--- config.mk ---
export PLATFORM = sky130hd
export DESIGN_NAME = utf8_cjk_ideograph_detector_core
export DESIGN_NICKNAME = d
export VERILOG_FILES = /design/src/rtl/core/ucjk_pkg.sv /design/src/rtl/core/ucjk_step.sv /design/src/rtl/core/utf8_cjk_ideograph_detector_core.sv
export SDC_FILE = /design/constraint.sdc
export NUM_CORES = 1
export LEC_CHECK = 0
export BUFFER_PORTS_ARGS = -buffer_cell sky130_fd_sc_hd__buf_2
export CAP_MARGIN = 10
export CORE_AREA = 2 2 57 59
export CTS_CLUSTER_DIAMETER = 80
export CTS_CLUSTER_SIZE = 12
export DETAILED_ROUTE_END_ITERATION = 10
export DIE_AREA = 0 0 59 61
export PLACE_DENSITY = 0.73
export SYNTH_ARGS = -nofsm -noshare
export SYNTH_HDL_FRONTEND = slang
export SYNTH_SLANG_ARGS = --single-unit
--- constraint.sdc ---
create_clock -name clk -period 5.6 [get_ports clk]
set_input_delay 1.68 -clock clk [delete_from_list [all_inputs] [get_ports clk]]
set_output_delay 1.68 -clock clk [all_outputs]
set_load 0.01 [all_outputs]
--- src/rtl/core/ucjk_pkg.sv ---
// Shared types, constants and the ideograph range check for the CJK detector.
package ucjk_pkg;

  localparam int unsigned CP_W = 21;

  // Lead byte classes: (byte & mask) == code.
  localparam logic [7:0] LEAD2_MASK = 8'hE0;
  localparam logic [7:0] LEAD2_CODE = 8'hC0;
  localparam logic [7:0] LEAD3_MASK = 8'hF0;
  localparam logic [7:0] LEAD3_CODE = 8'hE0;
  localparam logic [7:0] LEAD4_MASK = 8'hF8;
  localparam logic [7:0] LEAD4_CODE = 8'hF0;

  localparam logic [1:0] PEND_NONE  = 2'd0;
  localparam logic [1:0] PEND_ONE   = 2'd1;
  localparam logic [1:0] PEND_TWO   = 2'd2;
  localparam logic [1:0] PEND_THREE = 2'd3;

  // Ideograph ranges.
  localparam logic [CP_W-1:0] URO_LO  = 21'h004E00;
  localparam logic [CP_W-1:0] URO_HI  = 21'h009FFF;
  localparam logic [CP_W-1:0] EXTA_LO = 21'h003400;
  localparam logic [CP_W-1:0] EXTA_HI = 21'h004DBF;
  localparam logic [CP_W-1:0] CMP_LO  = 21'h00F900;
  localparam logic [CP_W-1:0] CMP_HI  = 21'h00FAFF;
  localparam logic [CP_W-1:0] SUP_LO  = 21'h020000;
  localparam logic [CP_W-1:0] SUP_HI  = 21'h02FA1F;

  typedef struct packed {
    logic [1:0]      pending;
    logic [CP_W-1:0] accum;
    logic            found;
  } dec_state_t;

  function automatic logic is_ideograph(input logic [CP_W-1:0] cp);
    is_ideograph = (cp >= URO_LO  && cp <= URO_HI)  ||
                   (cp >= EXTA_LO && cp <= EXTA_HI) ||
                   (cp >= CMP_LO  && cp <= CMP_HI)  ||
                   (cp >= SUP_LO  && cp <= SUP_HI);
  endfunction

endpackage

--- src/rtl/core/ucjk_step.sv ---
// One decode step: fold a byte into the UTF-8 decoder state and update the sticky flag.
module ucjk_step (
  input  ucjk_pkg::dec_state_t cur_i,
  input  logic [7:0]           byte_i,
  output ucjk_pkg::dec_state_t nxt_o
);
  import ucjk_pkg::*;

  logic [CP_W-1:0] acc_sh;
  logic [CP_W-1:0] cp;
  logic            done;

  assign acc_sh = {cur_i.accum[CP_W-7:0], byte_i[5:0]};

  always_comb begin
    nxt_o = cur_i;
    cp    = '0;
    done  = 1'b0;
    if (cur_i.pending != PEND_NONE) begin
      // continuation: take the low six bits, top bits unchecked
      nxt_o.pending = cur_i.pending - 2'd1;
      if (cur_i.pending == PEND_ONE) begin
        done        = 1'b1;
        cp          = acc_sh;
        nxt_o.accum = '0;
      end else begin
        nxt_o.accum = acc_sh;
      end
    end else if (!byte_i[7]) begin
      done = 1'b1;
      cp   = {{(CP_W-8){1'b0}}, byte_i};
    end else if ((byte_i & LEAD2_MASK) == LEAD2_CODE) begin
      nxt_o.accum   = {{(CP_W-5){1'b0}}, byte_i[4:0]};
      nxt_o.pending = PEND_ONE;
    end else if ((byte_i & LEAD3_MASK) == LEAD3_CODE) begin
      nxt_o.accum   = {{(CP_W-4){1'b0}}, byte_i[3:0]};
      nxt_o.pending = PEND_TWO;
    end else if ((byte_i & LEAD4_MASK) == LEAD4_CODE) begin
      nxt_o.accum   = {{(CP_W-3){1'b0}}, byte_i[2:0]};
      nxt_o.pending = PEND_THREE;
    end
    // stray continuation or invalid lead byte is ignored: no change
    if (done && is_ideograph(cp)) begin
      nxt_o.found = 1'b1;
    end
  end

endmodule

--- src/rtl/core/utf8_cjk_ideograph_detector_core.sv ---
// Top level of the UTF-8 CJK ideograph detector: input register, decode step, result register.
// Path: a string's last byte waits in the input register until the result register is free,
//   then loads the result register, which raises out_tvalid.
// Throughput: one byte per cycle; the input register drains every cycle unless a last byte
//   waits for the result register to free up.
// Reset: rst_n synchronous active low; clears the input and result valid bits and the
//   decoder state (pending count, accumulator, sticky flag).
module utf8_cjk_ideograph_detector_core (
  input  logic       clk,
  input  logic       rst_n,
  input  logic       in_tvalid,
  output logic       in_tready,
  input  logic [7:0] in_tdata,   // [7:0] byte_value
  input  logic       in_tlast,   // last_byte
  output logic       out_tvalid,
  input  logic       out_tready,
  output logic [7:0] out_tdata   // [0] has_ideograph, [7:1] zero
);
  import ucjk_pkg::*;

  // Input register stage.
  logic       in_vld_r;
  logic [7:0] in_byte_r;
  logic       in_last_r;

  // Decoder state.
  dec_state_t st_r;
  dec_state_t st_step;
  dec_state_t st_nxt;

  // Result register.
  logic out_vld_r;
  logic out_flag_r;

  logic out_free;
  logic consume;

  // The result slot frees up when empty or when its beat leaves this cycle.
  assign out_free  = !out_vld_r || out_tready;
  // Drain the input register; a last byte needs room in the result register.
  assign consume   = in_vld_r && (!in_last_r || out_free);
  assign in_tready = !in_vld_r || consume;

  ucjk_step u_step (
    .cur_i  (st_r),
    .byte_i (in_byte_r),
    .nxt_o  (st_step)
  );

  // A string's last byte clears everything for the next string; an open sequence is dropped.
  always_comb begin
    st_nxt = st_r;
    if (consume) begin
      if (in_last_r) begin
        st_nxt = '0;
      end else begin
        st_nxt = st_step;
      end
    end
  end

  always_ff @(posedge clk) begin
    if (!rst_n) begin
      in_vld_r  <= 1'b0;
      st_r      <= '0;
      out_vld_r <= 1'b0;
    end else begin
      // input stage: load a new beat or drop the consumed one
      if (in_tvalid && in_tready) begin
        in_vld_r <= 1'b1;
      end else if (consume) begin
        in_vld_r <= 1'b0;
      end
      st_r <= st_nxt;
      // result stage: load on a consumed last byte, drop when taken
      if (consume && in_last_r) begin
        out_vld_r <= 1'b1;
      end else if (out_tready) begin
        out_vld_r <= 1'b0;
      end
    end
  end

  // Payload registers, no reset needed.
  always_ff @(posedge clk) begin
    if (in_tvalid && in_tready) begin
      in_byte_r <= in_tdata;
      in_last_r <= in_tlast;
    end
    if (consume && in_last_r) begin
      out_flag_r <= st_step.found;
    end
  end

  assign out_tvalid = out_vld_r;
  assign out_tdata  = {7'd0, out_flag_r};

endmodule

* Yosys cells after proc, flatten, opt, wreduce, memory -nomap -nowiden
Cells that the tools add are included.
Storage, ports and cells: register bits 30, bits in latches 0, bits in writable memories 0, bits in read-only memories 0, bits of input ports 13, output and inout port bits 10, memories 0
Operators by class: $add $sub $neg 1, $mul 0, divide/modulo/power cells 0, $lt $le $gt $ge 8, equal/unequal tests 4, shift operators 0, mux-type cells 18, bitwise operators 0, reductions and logical operators 23
Operators by type and width (count):
- 2-to-1 mux 23 bit | 5
- 2-to-1 mux 21 bit | 3
- less-or-equal comparator 21 x 16 -> 1 bit, second input constant | 2
- 2-to-1 mux 24 bit | 1
- greater-or-equal comparator 21 x 14 -> 1 bit, second input constant | 1
- greater-or-equal comparator 21 x 15 -> 1 bit, second input constant | 1
- greater-or-equal comparator 21 x 16 -> 1 bit, second input constant | 1
- greater-or-equal comparator 21 x 18 -> 1 bit, second input constant | 1
- less-or-equal comparator 21 x 15 -> 1 bit, second input constant | 1
- less-or-equal comparator 21 x 18 -> 1 bit, second input constant | 1
- logical AND 1 bit | 8
- 2-to-1 mux 1 bit | 8
- 2-to-1 mux 7 bit | 1
- logical OR 1 bit | 6
- nonzero test 2 bit | 3
- == test 5 bit, second input constant | 1
- nonzero test 5 bit | 1
- == test 4 bit, second input constant | 1
- == test 3 bit, second input constant | 1
- logical NOT 1 bit | 3
- AND reduction 3 bit | 1
- nonzero test 3 bit | 1
- == test 2 x 1 -> 1 bit, second input constant | 1
- subtractor 2 x 1 -> 2 bit, second input constant | 1

* Logic depth before layout (Yosys ltp)
depth after elaboration 11, gate-level depth with buffers 6, mapped depth without buffers 5

* Hierarchy
A second synthesis with hierarchy kept.
Second synthesis, totals: cells, all modules 192, area, all modules 1940.6 µm²
Modules (own cells, without submodules):
- utf8_cjk_ideograph_detector_core | instances 1, cells each 86, area an instance 1231.2 µm², seq. area each 820.8 µm²
- ucjk_step | instances 1, cells each 106, area an instance 709.4 µm², seq. area each 0.0 µm²

* Worst setup path after synthesis
OpenSTA, ideal clock, no wires.
path type input to output, start input port out_tready, end output port in_tready, arrival time 2.139 ns, slack 1.781 ns, stages on the path 2, cells stage by stage nor2b_1 nand3_1
On the way: longest elaborated chain between the ends 4
Ends and longest elaborated chain:
- start: declaration | RTL line utf8_cjk_ideograph_detector_core.sv:16 | input logic out_tready,
- logical OR 1 bit | RTL line utf8_cjk_ideograph_detector_core.sv:39 | assign out_free = !out_vld_r || out_tready;
- logical OR 1 bit | RTL line utf8_cjk_ideograph_detector_core.sv:41 | assign consume = in_vld_r && (!in_last_r || out_free);
- logical AND 1 bit | RTL line utf8_cjk_ideograph_detector_core.sv:41
- logical OR 1 bit | RTL line utf8_cjk_ideograph_detector_core.sv:42 | assign in_tready = !in_vld_r || consume;
- end: declaration | RTL line utf8_cjk_ideograph_detector_core.sv:12 | output logic in_tready,
Every way passes these cells.

* Final worst setup path
Same ends and word-level chain as after synthesis.

==> reports/metrics.csv <==
metric;value;unit
remaining_drc_errors;0;
hold_depth;2;
via_per_inst;5.829;
worst-path-buf-inv;2;
dp.cells;197;
path_delay_family;simple AND/OR/NAND/NOR gates;
p_int;290.4;µW
placed_area;1556;µm²
yosysSeqAreaShare;0.4594;
slowest_stage;nor2b_1;
synth_seq_cells;30;
gr-total-overflow;0;
p_seq_frac;0.615;
die_y;61;µm
worstPathMaxFanout;6;
gr-usage-met1;0.2270;
routed_wl;2896;µm
cts_root_buffer;clkbuf_4;
post-route-min-period;4112;ps
n_antenna_cell;0;
synth_top_area_share;0.2625;
utilization;0.5441;
wl_per_cell;14.13;µm
setup_viol;0;
met3_usage;0.05757;
power_switching_share;0.2519;
tns;0;ps
final.setup.worst_slack;1488;ps
power.leakage;0.0005384;µW
synth_compound_area_frac;0.2379;
numCtsBuffers;5;
hold_end;st_r[14];
portBuffers;15;
fillers;267;
ys.flop_type;dfxtp_1;
rows;20;
finalHoldViolations;0;
synthSimpleGateAreaFrac;0.2149;
critPathMostFrequentCell;buf_2;
clk_latency;320;ps
yosysUniqueCellTypes;42;
drv_slew;0;
r2r_start;st_r[22];
relSlewSlack;0.3498;
synth.avg_cell_area;9.593;µm²
comb_power_share;0.080;
dieArea;3599;µm²
cp-end-kind;output port;
slowest_delay;340;ps
synth-xor-area-share;0;
clockBufferDepth;2;
ff2ff_setup_slack;3460;ps
yosys-mux-area-fraction;0;
clkSinkCount;30;
mostFrequentLayoutCells;dfxtp_1, nand2_1, nand3_1, buf_2;
gp_congestion;0.8539;
dr.pass1.iters;4;
hpwlAfterDp;2042;µm
cts_tree;built;
synth_cells;159;
status;completed;
final_nets;184;
crit_path_start_kind;primary input;
cts_resized;0;
fmax;243.2;MHz
cellPowerDensity;241.6;nW/µm²
fin_crit_sh;0.7342;
clock_power_share;0.305;
cp.arrival;2430;ps
max_cap_viol_count;0;
grt_usage;0.1905;
path_clk_slew;90;ps
drive_above_1_share;0.1686;
critical_path_required;3920;ps
synth_edf_count;10;
synth_area_leader_cell;dfxtp_1;
vias;1195;
reg2regPathDepth;5;
synthToLayoutAreaGrowth;5.332;%
worstMarginPinSlew;972.0;ps
peakVddDrop;0.0001613;V
htreeDepth;2;
cts_setup_buffers;0;
r2r_end;out_flag_r;
drtAntennaViolNets;0;
worstHoldStart;st_r[14];
grt-busiest-layer;met2;
rsz0062_at_grt;false;
place_ws;1489;ps
critical_path_class;in -> out;
start_util;0.5165;
grt_use_met2;0.3127;
skew;7.551;ps
synthTopCellsByArea;dfxtp_1, edfxtp_1, a21boi_1;
fin_cells;205;
holdCritPathClass;reg -> reg;
first_global_vias;1138;
fp.coreArea;2953;µm²
stdcell_area;1607;µm²
worstPathCellList;buf_2 > nor2b_1 > nand3_1 > buf_2;
async_reset_ff_frac;0;
synth_area;1525;µm²
synth_top_family_by_area;compound AO/OA/AOI/OAI gates;
io_pins;23;
postCtsHoldBufs;0;
grt_pass1_wl;5023;µm
power_switching;97.78;µW
synthAdderAreaFrac;0;
grt_max_degree;21;
antenna_found_initial;0;
drtIter0Drc;52;
worstSetupPathDepth;4;
yosysWarnings;0;
die_w;59;µm
final_common_cell;dfxtp_1;
==> worst min-delay path, stage by stage (launching register included) <==
cell      delay, ps
dfxtp_1         320
nand2_1          50
a21boi_1         50
==> state kept, by name (all words and copies together), names as in the netlist <==
signal and count:
st_r 18, in_byte_r 8, in_last_r 1, in_vld_r 1, out_flag_r 1, out_tvalid 1
==> metal layers <==
metal	vias up	wire length [µm]
met2	38	1461
met5	-	0
met1	553	1209
met4	0	62
met3	7	162
li1	597	-
==> area by class of cell <==
cell class                 instances  area [µm²]  share of cell area
timing repair buffer              15       75.07             0.04673
clock buffer                       6       41.29             0.02570
inverter                           6       22.52             0.01402
multi-input combinational        113       716.9              0.4463
sequential                        30       700.7              0.4361
clock inverter                     2       8.758            0.005452
tap                               33       41.29             0.02570
==> synth_stat cells, drive strengths merged, types with 2 or more instances <==
cell type and instances:
a2111o 2, a211oi 2, a21boi 18, a21oi 6, a311oi 3, buf 12
clkbuf 4, dfxtp 20, edfxtp 10, inv 6, nand2 19, nand3 15
nand4 4, nor2 7, nor2b 2, nor3 3, nor3b 3, o21ai 5
or3 2, or4 2
==> cell families (layout without fill, tap and decap cells) <==
group | after synthesis | count (layout)
and+or+nand+nor | 62 | 62
AOI/OAI and AO/OA | 44 | 44
buffers and inverters | 22 | 29
DFF | 30 | 30
other | 1 | 7
==> power groups by stage <==
stage	logic [µW]	clock network [µW]	registers [µW]
after global placement	30.1	0	243
after global routing	35.1	133	240
after detailed placement	31.1	0	244
after floorplan	29.1	0	240
after CTS	31.2	122	239
final	31.2	118	239
==> worst max path at each step <==
stage	startpoint	endpoint
5_1_grt	out_tready	in_tready
2_1_floorplan	out_tready	in_tready
6_report	out_tready	in_tready
3_3_place_gp	out_tready	in_tready
3_5_place_dp	out_tready	in_tready
4_1_cts	out_tready	in_tready
==> through the flow <==
| stage | power (µW) | hold WS, ps |
|---|---|---|
| floorplan | 269.5 | 430.5 |
| global route | 407.3 | 497.7 |
| finish | 388.2 | 461.7 |
| detailed placement | 274.7 | 458.9 |
| CTS | 391.9 | 469.7 |
| global placement | 273.3 | 441.9 |
Power figures use the tool's default switching activity.
